## config.mk

```make
export PLATFORM = sky130hd
export DESIGN_NAME = tmse_clear
export DESIGN_NICKNAME = d
export VERILOG_FILES = /design/src/rtl/tmse_clear.sv
export SDC_FILE = /design/constraint.sdc
export NUM_CORES = 1
export LEC_CHECK = 0
export BUFFER_PORTS_ARGS = -buffer_cell sky130_fd_sc_hd__buf_2
export CORE_MARGIN = 8
export CORE_UTILIZATION = 45
export DETAILED_ROUTE_END_ITERATION = 8
export PLACE_DENSITY = 0.69
export SYNTH_ARGS = -nofsm -noshare
export SYNTH_HDL_FRONTEND = slang
export SYNTH_SLANG_ARGS = --single-unit
export TNS_END_PERCENT = 100
```

## constraint.sdc

```tcl
create_clock -name clock -period 3.6 [get_ports clock]
set_input_delay 0 -clock clock [delete_from_list [all_inputs] [get_ports clock]]
set_output_delay 0 -clock clock [all_outputs]
set_load 0.03 [all_outputs]
```

## src/rtl/tmse_clear.sv

```systemverilog
// ----------------------------------------------------------------------------
// tmse_clear
// Post-reset sweep counter: walks every address once while busy is high.
// ----------------------------------------------------------------------------
module tmse_clear #(
   parameter int DEPTH = 4096,
   localparam int AW   = $clog2(DEPTH)
) (
   input  logic          clock,
   input  logic          reset,
   output logic          busy,
   output logic [AW-1:0] addr
);

   logic          busy_ff;
   logic [AW-1:0] addr_ff;

   // one address per cycle until the last one
   always_ff @(posedge clock) begin
      if (reset) begin
         busy_ff <= 1'b1;
         addr_ff <= '0;
      end else if (busy_ff) begin
         if (addr_ff == AW'(DEPTH - 1)) begin
            busy_ff <= 1'b0;
         end else begin
            addr_ff <= addr_ff + 1'b1;
         end
      end
   end

   assign busy = busy_ff;
   assign addr = addr_ff;

endmodule

```

# After elaboration in Yosys (flattened, before gate mapping)
# Cells that the tools add are included.
# Widths: inputs -> output; s select.
# classes
mux	2
add_sub_neg	1
n_eq_ne	1
bitwise_logic	1
reduce_logical	1
# op_table
operator	n
$add 12x1->12 const B	1
$eq 12x12->1 const B	1
$mux 1	2
$reduce_and 2->1	1
$not 1->1	1
# totals
output_inout_bits	13
in_bits	2
regBits	13
elab_cells	8

# Logic depth before layout (Yosys ltp)
# Gate-level depths: netlist of run 1.
# logic_depth
ltp_word	3
depth_mapped	5
mapped_depth_nobuf	5

# Worst setup path after synthesis of run 1
# No wires, ideal clock.
# synth_timing
path_type	reg2reg
startpoint	register addr_ff[0], in the netlist addr[0]
endpoint	register addr_ff[1], in the netlist addr[1]
stages_incl_launch_ff	6
path_slack_ns	1.748
synth_period_minus_slack_ns	1.852
setup_ns	0.128
arrival_ns	1.724
path_buffers	0
required_ns	3.472
path_cell_list	dfxtp_1 ha_1 nand3_2 o41ai_4 mux2i_1 nor2_1
# synth_between
elab_chain_cells	3
# synth_lines
item	line_no	text
start, declared	16	logic [AW-1:0] addr_ff;
start signal, assigned	27	addr_ff <= addr_ff + 1'b1;
parallel branches: the longest is 3 deep, another holds $add 12x1->12	--	
# Parallel ways; which one is timed is not known.
# A chain may end at the register's enable or synchronous reset.

# Final worst setup path of run 1
# layout_timing
startpoint	register addr_ff[0], in the netlist addr[0]
endpoint	register addr_ff[4], in the netlist addr[4]
# Same word-level chain as after synthesis.

==> summary.md, run 1 <==
| Metric | Value |
|---|---|
| Final wirelength | 1.359 mm |
| Port Buffers | 14 |
| LEAKAGE | 0.0003004 uW |
| DP Wirelength | 1.033 mm |
| Synth top area share | 0.4177 |
| Die width | 53.21 um |
| DP Area | 708.2 um2 |
| Yosys cell types | 29 |
| Worst-path maximum fanout | 7 |
| Pwr dens | between 300 and 400 nW/um2 |
| Final global-route overflow total | 0 |
| Status | complete, no violations |
| Antenna cells | 0 |
| CP endpoint kind | flop |
| First-pass GRT wire length | 2.359 mm |
| Starting Density | 0.4788 |
| Area leader, netlist | dfxtp_1 |
| Max Slew Vio Count | 0 |
| Tot GR Track Use | 0.1115 |
| Syn nets | 72 |
| Worst path slowest cell | o41ai_4 |
| Layout Utilization | 0.5644 |
| Sequential element share of the synthesized area | 0.4177 |
| Die area | 2831 um2 |
| Clock Skew | 0.004588 ns |
| Arrival time at the worst endpoint | 1.94 ns |
| Mapped Area | 623.1 um2 |
| Number of global-route vias before repair | 524 |
| Worst slew pin tran | 0.5570 ns |
| Synth warn | 0 |
| Routed vias/inst | 5.574 |
| CP required | 3.80 ns |
| Core Box Area | 1301 um2 |
| Hold depth | 2 |
| Reg clk slew, reported paths | 0.08 ns |
| Final GP Congestion | roughly 0.77 |
| CP Launch Type | flop |
| Die Y | around 53 um |
| Root Driver | clkbuf_4 |
| Final ANT Viol Nets | 0 |
| Cts hold-fix bufs | 0 |
| Mean Syn Cell Area | about 9.0 um2 |
| Largest net degree at the start of global routing | 14 |
| Final Hold Fails | 0 |
| Final setup violation count | 0 |
| Postcts setup bufs | 0 |
| Final worst path period share | 0.4845 |
| R2R cell count | 5 |
| Area contributors post-synth | dfxtp_1 42%, a21oi_1 4.8%, mux2i_1 4.8% |
| Cts bufs inserted | 3 |
| Worst vdd ir | 0.2143 mV |
| Fin Setup TNS | 0 ns |
| Tmin final | approximately 1.7 ns |
| Ports | 15 |
| Max-Slew Margin vs Limit | 0.6258 |
| Final worst slack | 1.856 ns |
| Clk sink count | 13 |
| Starting DRT DRC Count | 6 |
| Area grow syn2layout | 17.87% |
| Fin nets | 90 |
| Num rows | 13 |
| Max cap viols | 0 |
| Max clock buf depth | 2 |
| Drt drc | 0 |
| Fill cells | 129 |
| Slowest stage delay, CP | 0.53 ns |
| Final hold slack | 0.03949 ns |
| Clock latency on the worst-skew pair | 0.28 ns |
| Main synth FF type | dfxtp_1 |
| Post-cts gate resize count | 0 |
| Critical Path, Cell by Cell | ha_1 -> nand3_2 -> o41ai_4 -> nor2_1 -> a211oi_1 |
| Hold crit path type | in2reg |
| Htree depth | 1 |
| EDFF count, synth | 0 |
| Ys async rst share | 0 |
| #FFs+latches synth | 13 |
| Fmax | between 0.5 and 0.6 GHz |
| Crit path kind | reg2reg |
| Post-placement setup slack | 1.846 ns |
| Syn Inst Count | 69 |
| CTS tree | yes |
| Routed WL per cell | 13.46 um |
| Router iterations before antenna repair | 4 |
| Initial antenna violation count | 0 |
| Via count | 563 |
| Post-route cell area | between 700 and 800 um2 |
| RSZ-0062 raised after global routing | false |
| Share of cells above drive strength 1 | 0.2674 |
cell type report:
class | count | area [um2] | share of cell area
Timing Repair Buffer | 14 | 70.07 | 0.09540
Tap cell | 15 | 18.77 | 0.02555
Sequential cell | 13 | 260.3 | 0.3543
Inverter | 3 | 11.26 | 0.01533
Multi-Input combinational cell | 52 | 347.8 | 0.4736
Clock buffer | 4 | 26.28 | 0.03578
synthesized netlist by cell type, types with 2 or more instances:
| library cell | instances |
|---|---|
| or4_1 | 3 |
| nand3_1 | 2 |
| nand3_2 | 2 |
| dfxtp_1 | 13 |
| a31oi_1 | 2 |
| nor2_1 | 8 |
| o31ai_1 | 2 |
| inv_1 | 3 |
| nand2_1 | 4 |
| nor3_1 | 4 |
| mux2i_1 | 3 |
| a21oi_1 | 6 |
sequential cells by signal, summed over array words and instances (netlist names):
signal / flops
addr: 12
busy: 1
layout by cell type (no fill, tap or decap):
cell / instances
a211oi_1: 1
a21oi_1: 6
a31oi_1: 2
and3_2: 1
and4_1: 1
buf_2: 14
clkbuf_1: 1
clkbuf_4: 3
dfxtp_1: 13
ha_1: 1
inv_1: 3
mux2i_1: 3
nand2_1: 4
nand2_2: 1
nand2b_1: 1
nand3_1: 2
nand3_2: 2
nand4_1: 1
nand4_2: 1
nor2_1: 8
nor3_1: 4
nor4_1: 1
o21a_1: 1
o21ai_0: 1
o21ai_1: 1
o31ai_1: 2
o41ai_1: 1
o41ai_4: 1
or3_1: 1
or4_1: 3
xor2_1: 1
metal layers:
layer / vias up / GRT usage / routed length [um]
met5: - / 0 / 0
met4: 0 / 0.07563 / 36
met3: 5 / 0.03361 / 49
met2: 11 / 0.1777 / 676
met1: 255 / 0.1240 / 597
li1: 292 / - / -
report_power, final:
group	internal [uW]	leakage, uW	switching [uW]
Sequential	146	0.000105	3.83
Combinational	5.49	0.000180	11.6
Clock	43.0	0.0000150	48.2
stage by stage:
step	instances	power [uW]
6_report	101	258.6
4_1_cts	101	263.2
3_3_place_gp	97	170.9
2_1_floorplan	69	165.5
3_5_place_dp	97	171.2
5_1_grt	101	273.7
critical path, delay by kind of cell, from the launching register on:
kind	cells	cell delay (ns)
flip-flops	1	0.41
adder cells (fa/ha/maj)	1	0.27
AND/OR/NAND/NOR	2	0.22
AO/OA/AOI/OAI	2	0.76
cell families (layout without fill, tap and decap cells):
family	count (synthesis)	after routing	synth area share
compound gates	16	16	0.1908
xor+xnor	1	1	0.01406
fa+ha+maj	1	1	0.02008
buf+inv	4	21	0.02409
flops	13	13	0.4177
mux	3	3	0.04819
simple gates	31	31	0.2852
path summary, 6_finish.rpt:
kind | startpoint | to | slack (ns)
max | addr[0]$_SDFFE_PP0P_ | addr[4]$_SDFFE_PP0P_ | 1.86
min | reset | addr[1]$_SDFFE_PP0P_ | 0.04
max reg2reg | addr[0]$_SDFFE_PP0P_ | addr[4]$_SDFFE_PP0P_ | 1.86
min reg2reg | addr[11]$_SDFFE_PP0P_ | addr[11]$_SDFFE_PP0P_ | 0.51
No activity file was read; power rests on OpenSTA's default activity.
==> run 2, diff against run 1 <==
Settings changed: ABC_AREA set to 1, PLACE_DENSITY 0.69 to 0.68.
Clock period 3.6 ns to 1.64 ns, I/O delays scaled along.
==> summary.md, run 2 <==
| Metric | Value |
|---|---|
| Synth warn | 0 (unchanged) |
| Max clock buf depth | 2 (unchanged) |
| Main synth FF type | dfxtp_1 |
| Synth top area share | 0.3681 (-0.04953) |
| Area of the multi-input gates | 390.4 um2 (+12%) |
| Pwr dens | 666.6 nW/um2 (+89%) |
| Critical Path, Cell by Cell | ha_1 -> nand2_1 -> nor2_2 -> nand3_4 -> buf_12 -> a21oi_1 -> nor2_1 |
| LEAKAGE | 0.0003801 uW (+27%) |
| Core Box Area | 1489 um2 (+14%) |
| Num rows | 14 (+1) |
| Worst vdd ir | 0.3230 mV (+51%) |
| Cts bufs inserted | 3 (unchanged) |
| Clk sink count | 13 (unchanged) |
| Reg clk slew, reported paths | 0.08 ns (about the same) |
| Largest net degree at the start of global routing | 17 (+3) |
| Mapped Area | 706.9 um2 (+13%) |
| Fin Setup TNS | 0 ns (unchanged) |
| Htree depth | 1 (unchanged) |
| Mean Syn Cell Area | 6.999 um2 (-22%) |
| Ys async rst share | 0 (unchanged) |
| Fin nets | 125 (+39%) |
| Worst slew pin tran | 0.3536 ns (-0.2034 ns) |
| CP endpoint kind | flop |
| Clock Skew | 0.003270 ns (-0.001318 ns) |
| Final global-route overflow total | 0 (unchanged) |
| Max-Slew Margin vs Limit | 0.7640 (+0.1382) |
| Max cap viols | 0 (unchanged) |
| First-pass GRT wire length | 2.463 mm (+4.4%) |
| Slowest stage delay, CP | 0.40 ns (-0.13 ns) |
| Tot GR Track Use | 0.09410 (-0.01745) |
| Post-route cell area | 849.6 um2 (+16%) |
| Tmin final | 1.402 ns (-0.3422 ns) |
| Max reg flops | 12 (unchanged) |
| Hold crit path type | in2reg |
| Worst-path maximum fanout | 12 (+5) |
| Starting DRT DRC Count | 6 (unchanged) |
| Final Hold Fails | 0 (unchanged) |
| Tot Pwr | 566.3 uW (+120%) |
| #FFs+latches synth | 13 (unchanged) |
| Yosys cell types | 18 (-38%) |
| Commonest cells in the netlist | 21 x nand2_1, 21 x nor2_1, 13 x dfxtp_1 |
| Root Driver | clkbuf_4 |
| Via count | 660 (+17%) |
| Final worst path period share | 0.8550 (+0.3704) |
| DP Area | 785.8 um2 (+11%) |
| Final wirelength | 1.450 mm (+6.7%) |
| Area contributors post-synth | dfxtp_1 37%, nand2_1 11%, nor2_1 11% |
| Sequential element share of the synthesized area | 0.3681 (-0.04953) |
| Die area | 3095 um2 (+9.3%) |
| Share of cells above drive strength 1 | 0.2562 (-0.01124) |
| Final GP Congestion | 0.7695 (about the same) |
| Fill cells | 155 (+20%) |
| CP Launch Type | flop |
| Number of global-route vias before repair | 597 (+14%) |
| Routed vias/inst | 4.818 (-14%) |
| CTS tree | yes |
| Fmax | 0.7132 GHz (+24%) |
| Arrival time at the worst endpoint | 1.58 ns (-0.36 ns) |
| Area grow syn2layout | 20.18% |
| Layout Utilization | 0.5706 (+0.006165) |
| Initial antenna violation count | 0 (unchanged) |
| Ports | 15 (unchanged) |
| Antenna cells | 0 (unchanged) |
| Die Y | 55.64 um (+4.6%) |
| Worst path slowest cell | dfxtp_1 |
| Drt drc | 0 (unchanged) |
| Area leader, netlist | dfxtp_1 |
| EDFF count, synth | 0 (unchanged) |
| Syn nets | 104 (+44%) |
| RSZ-0062 raised after global routing | false |
| Clock latency on the worst-skew pair | 0.28 ns (about the same) |
| Starting Density | 0.4748 (-0.004057) |
| Final setup violation count | 0 (unchanged) |
| Seq. cell area | 260.3 um2 (unchanged) |
| Status | complete, no violations |
| CP top delay family | simple AND/OR/NAND/NOR gates |
| Max Slew Vio Count | 0 (unchanged) |
| Syn Inst Count | 101 (+46%) |
| Router iterations before antenna repair | 4 (unchanged) |
| Port Buffers | 14 (unchanged) |
| CP Buf/Inv Count | 1 (+1) |
| Die width | 55.64 um (+4.6%) |
| Commonest non-fill, non-tap cells in the layout | 21 x nand2_1, 21 x nor2_1, 14 x buf_2, 13 x dfxtp_1, 10 x inv_1 |
| DP Wirelength | 1.062 mm (+2.8%) |
| Final ANT Viol Nets | 0 (unchanged) |
| Routed WL per cell | 10.58 um (-21%) |
| Crit path kind | reg2reg |
| CP required | 1.82 ns (-1.98 ns) |
| Post-cts gate resize count | 0 (unchanged) |
run 2: cell count changes after synthesis, moves of 6 or more:
cell / change
nand2_1: +17
nor2_1: +13
inv_1: +7
nand3_1: +6
run 2: what timing repair did:
action	in CTS	in global routing
hold buffers	1	0
endpoints found under the hold margin	1	0
endpoints found under the setup margin	0	2
buffers inserted	0	2
run 2: cells by family after synthesis:
group | synth area share
flops | 0.3681
fa+ha+maj | 0.01770
compound gates | 0.1150
simple gates | 0.4195
buf+inv | 0.07965
run 2: power breakdown:
part           switching [uW]  internal, uW  total (uW)
Clock                     103          94.5         197
Combinational            27.3          13.8        41.0
Sequential               6.58           321         328
run 2: final timing paths:
kind                          endpoint  depth (start not counted)                 start  slack, ns
setup / recovery  addr[7]$_SDFFE_PP0P_                          7  addr[0]$_SDFFE_PP0P_       0.24
hold / removal    addr[8]$_SDFFE_PP0P_                          3                 reset       0.41
setup reg to reg  addr[7]$_SDFFE_PP0P_                          7  addr[0]$_SDFFE_PP0P_       0.24
hold reg to reg   addr[6]$_SDFFE_PP0P_                          1  addr[6]$_SDFFE_PP0P_       0.51
run 2: tightest hold or removal path: cells and delay by family:
family                 cells  cell delay [ns]
AO/OA/AOI/OAI              1             0.03
buffers and inverters      2             0.62
run 2: cell type report:
type / count / area share
tap: 16 / 0.02356
sequential: 13 / 0.3063
timing repair buffer: 18 / 0.1355
multi-input combinational: 76 / 0.4595
clock buffer: 4 / 0.03093
inverter: 10 / 0.04418
run 2: routing by layer:
metal	wire length (um)	vias to the layer above	GRT usage	part of all wire
li1	-	366	-	-
met2	662	12	0.1522	0.46
met5	0	-	0	0
met1	714	280	0.1070	0.49
met4	6	0	0.03169	0.0041
met3	66	2	0.04110	0.046
run 2: through the flow:
stage	setup slack (ns)	hold slack, ns	std cells
after global routing	0.1021	0.4321	137
after global placement	0.1869	0.1707	130
after CTS	0.1096	0.4066	135
after detailed placement	0.1237	0.1728	130
final	0.2378	0.4133	137
after floorplan	0.07221	0.06907	101
==> run 3, diff against run 2 <==
Settings changed: RECOVER_POWER set to 100.
Clock period 1.64 ns to 1.6 ns, I/O delays scaled along.
==> summary.md, run 3 (same netlist as run 2, synthesis figures left out) <==
| Metric | Value |
|---|---|
| Ports | 15 (unchanged) |
| Fmax | 0.7116 GHz (-0.22%) |
| GR peak layer | met2 |
| Worst vdd ir | 0.3334 mV (+3.2%) |
| Share of cells above drive strength 1 | 0.1405 (-0.1157) |
| RSZ-0062 raised after global routing | false |
| Tmin final | 1.405 ns (+0.003162 ns) |
| LEAKAGE | 0.0003250 uW (-14%) |
| Pwr dens | 697.0 nW/um2 (+4.6%) |
| Crit path kind | reg2reg |
| CP required | 1.78 ns (-0.04 ns) |
| Max clock buf depth | 2 (unchanged) |
| Starting Density | 0.4748 (unchanged) |
| Htree depth | 1 (unchanged) |
| Initial antenna violation count | 0 (unchanged) |
| Routed WL per cell | 10.60 um (+0.14%) |
| Via count | 667 (+1.1%) |
| Clock latency on the worst-skew pair | 0.28 ns (about the same) |
| Worst-path maximum fanout | 12 (unchanged) |
| Final Non-Filler Cells | 137 (unchanged) |
| Clock Skew | 0.003242 ns (-0.00002856 ns) |
| Tot GR Track Use | 0.09410 (unchanged) |
| Final GP Congestion | 0.7695 (unchanged) |
| Antenna cells | 0 (unchanged) |
| Worst slew pin tran | 0.3732 ns (+0.01958 ns) |
| CP Launch Type | flop |
| Area grow syn2layout | 17.35% |
| Die width | 55.64 um (unchanged) |
| Met2 Use GR | 0.1522 (unchanged) |
| Fin Setup TNS | 0 ns (unchanged) |
| Worst path slowest cell | dfxtp_1 |
| Placed Cells | 130 (unchanged) |
| CTS tree | yes |
| Max reg flops | 12 (unchanged) |
| Core Box Area | 1489 um2 (unchanged) |
| Reg clk slew, reported paths | 0.08 ns (about the same) |
| CP endpoint kind | flop |
| Router iterations before antenna repair | 4 (unchanged) |
| Number of global-route vias before repair | 597 (unchanged) |
| Largest net degree at the start of global routing | 17 (unchanged) |
| Final setup violation count | 0 (unchanged) |
| Clk sink count | 13 (unchanged) |
| Final ANT Viol Nets | 0 (unchanged) |
| Slowest stage delay, CP | 0.40 ns (about the same) |
| Starting DRT DRC Count | 6 (unchanged) |
| Routed vias/inst | 4.869 (+1.1%) |
| Max Slew Vio Count | 0 (unchanged) |
| Root Driver | clkbuf_4 |
| DP Wirelength | 1.062 mm (unchanged) |
| Commonest non-fill, non-tap cells in the layout | 21 x nand2_1, 21 x nor2_1, 15 x clkbuf_1, 13 x dfxtp_1, 10 x inv_1 |
| Max-Slew Margin vs Limit | 0.7523 (-0.01173) |
| Drt drc | 0 (unchanged) |
| Final global-route overflow total | 0 (unchanged) |
| Final hold slack | 0.4144 ns (+0.001081 ns) |
| Port Buffers | 14 (unchanged) |
| Max cap viols | 0 (unchanged) |
| Arrival time at the worst endpoint | 1.59 ns (about the same) |
| Final wirelength | 1.452 mm (+0.14%) |
| Hold crit path type | in2reg |
| Fin nets | 125 (unchanged) |
| Cts bufs inserted | 3 (unchanged) |
| Final Hold Fails | 0 (unchanged) |
| Critical Path, Cell by Cell | ha_1 -> nand2_1 -> nor2_2 -> nand3_4 -> buf_12 -> a21oi_1 -> nor2_1 |
| Final worst path period share | 0.8783 (+0.02335) |
| Met3 Use GR | 0.04110 (unchanged) |
| Status | complete, no violations |
| Num rows | 14 (unchanged) |
| Fill cells | 158 (+1.9%) |
| Grt met1 use | 0.1070 (unchanged) |
| First-pass GRT wire length | 2.463 mm (unchanged) |
| Die Y | 55.64 um (unchanged) |
| Die area | 3095 um2 (unchanged) |
## run 3: cell types whose count changed in the layout (fill, tap and decap cells not counted), sizes merged
cell,previous run,this run
buf,17,3
clkbuf,4,18
## run 3: per-stage QoR
step	area, um2	setup WS, ns	power, uW	utilization
after floorplan	706.9	0.03221	373.5	-
after detailed placement	785.8	0.08368	384.3	0.5277
after global placement	785.8	0.1469	383.1	0.5277
final	829.5	0.1947	578.2	0.5571
after global routing	829.5	0.05700	608.4	0.5571
after CTS	822.0	0.06958	589.0	0.5521
## run 3: critical path: cells and delay by family (launching register included)
kind	cells	cell delay (ns)
simple gates	4	0.41
flops	1	0.40
fa+ha+maj	1	0.19
buf+inv	1	0.16
compound gates	1	0.13
## run 3: per-layer routing
layer  up-vias  share of wire
li1        366              -
met1       283           0.48
met2        18           0.45
met3         0          0.061
met4         0              0
met5         -              0
## run 3: worst paths after layout
check                                          start              endpoint  slack (ns)  cells after the start
worst max-delay path            addr[0]$_SDFFE_PP0P_  addr[7]$_SDFFE_PP0P_        0.19                      7
worst min-delay path                           reset  addr[8]$_SDFFE_PP0P_        0.41                      3
worst max register to register  addr[0]$_SDFFE_PP0P_  addr[7]$_SDFFE_PP0P_        0.19                      7
worst min register to register  addr[6]$_SDFFE_PP0P_  addr[6]$_SDFFE_PP0P_        0.51                      1
## run 3: what timing repair did
action / in CTS / in global routing
setup endpoints to repair: 0 / 3
buffers inserted: 0 / 2
endpoints found under the hold margin: 1 / 0
gates resized for setup: 0 / 0
hold buffers: 1 / 0
## run 3: final cells by class
type | count | area, um2 | share of cell area
Sequential cell | 13 | 260.3 | 0.3137
Timing Repair Buffer | 18 | 95.09 | 0.1146
Inverter | 10 | 37.54 | 0.04525
Multi-Input combinational cell | 76 | 390.4 | 0.4706
Tap cell | 16 | 20.02 | 0.02413
Clock buffer | 4 | 26.28 | 0.03167
## run 3: power by group
part	total, uW	switching, uW	internal, uW
clock	201	105	96.8
combinational	40.4	27.9	12.4
sequential	336	6.86	330
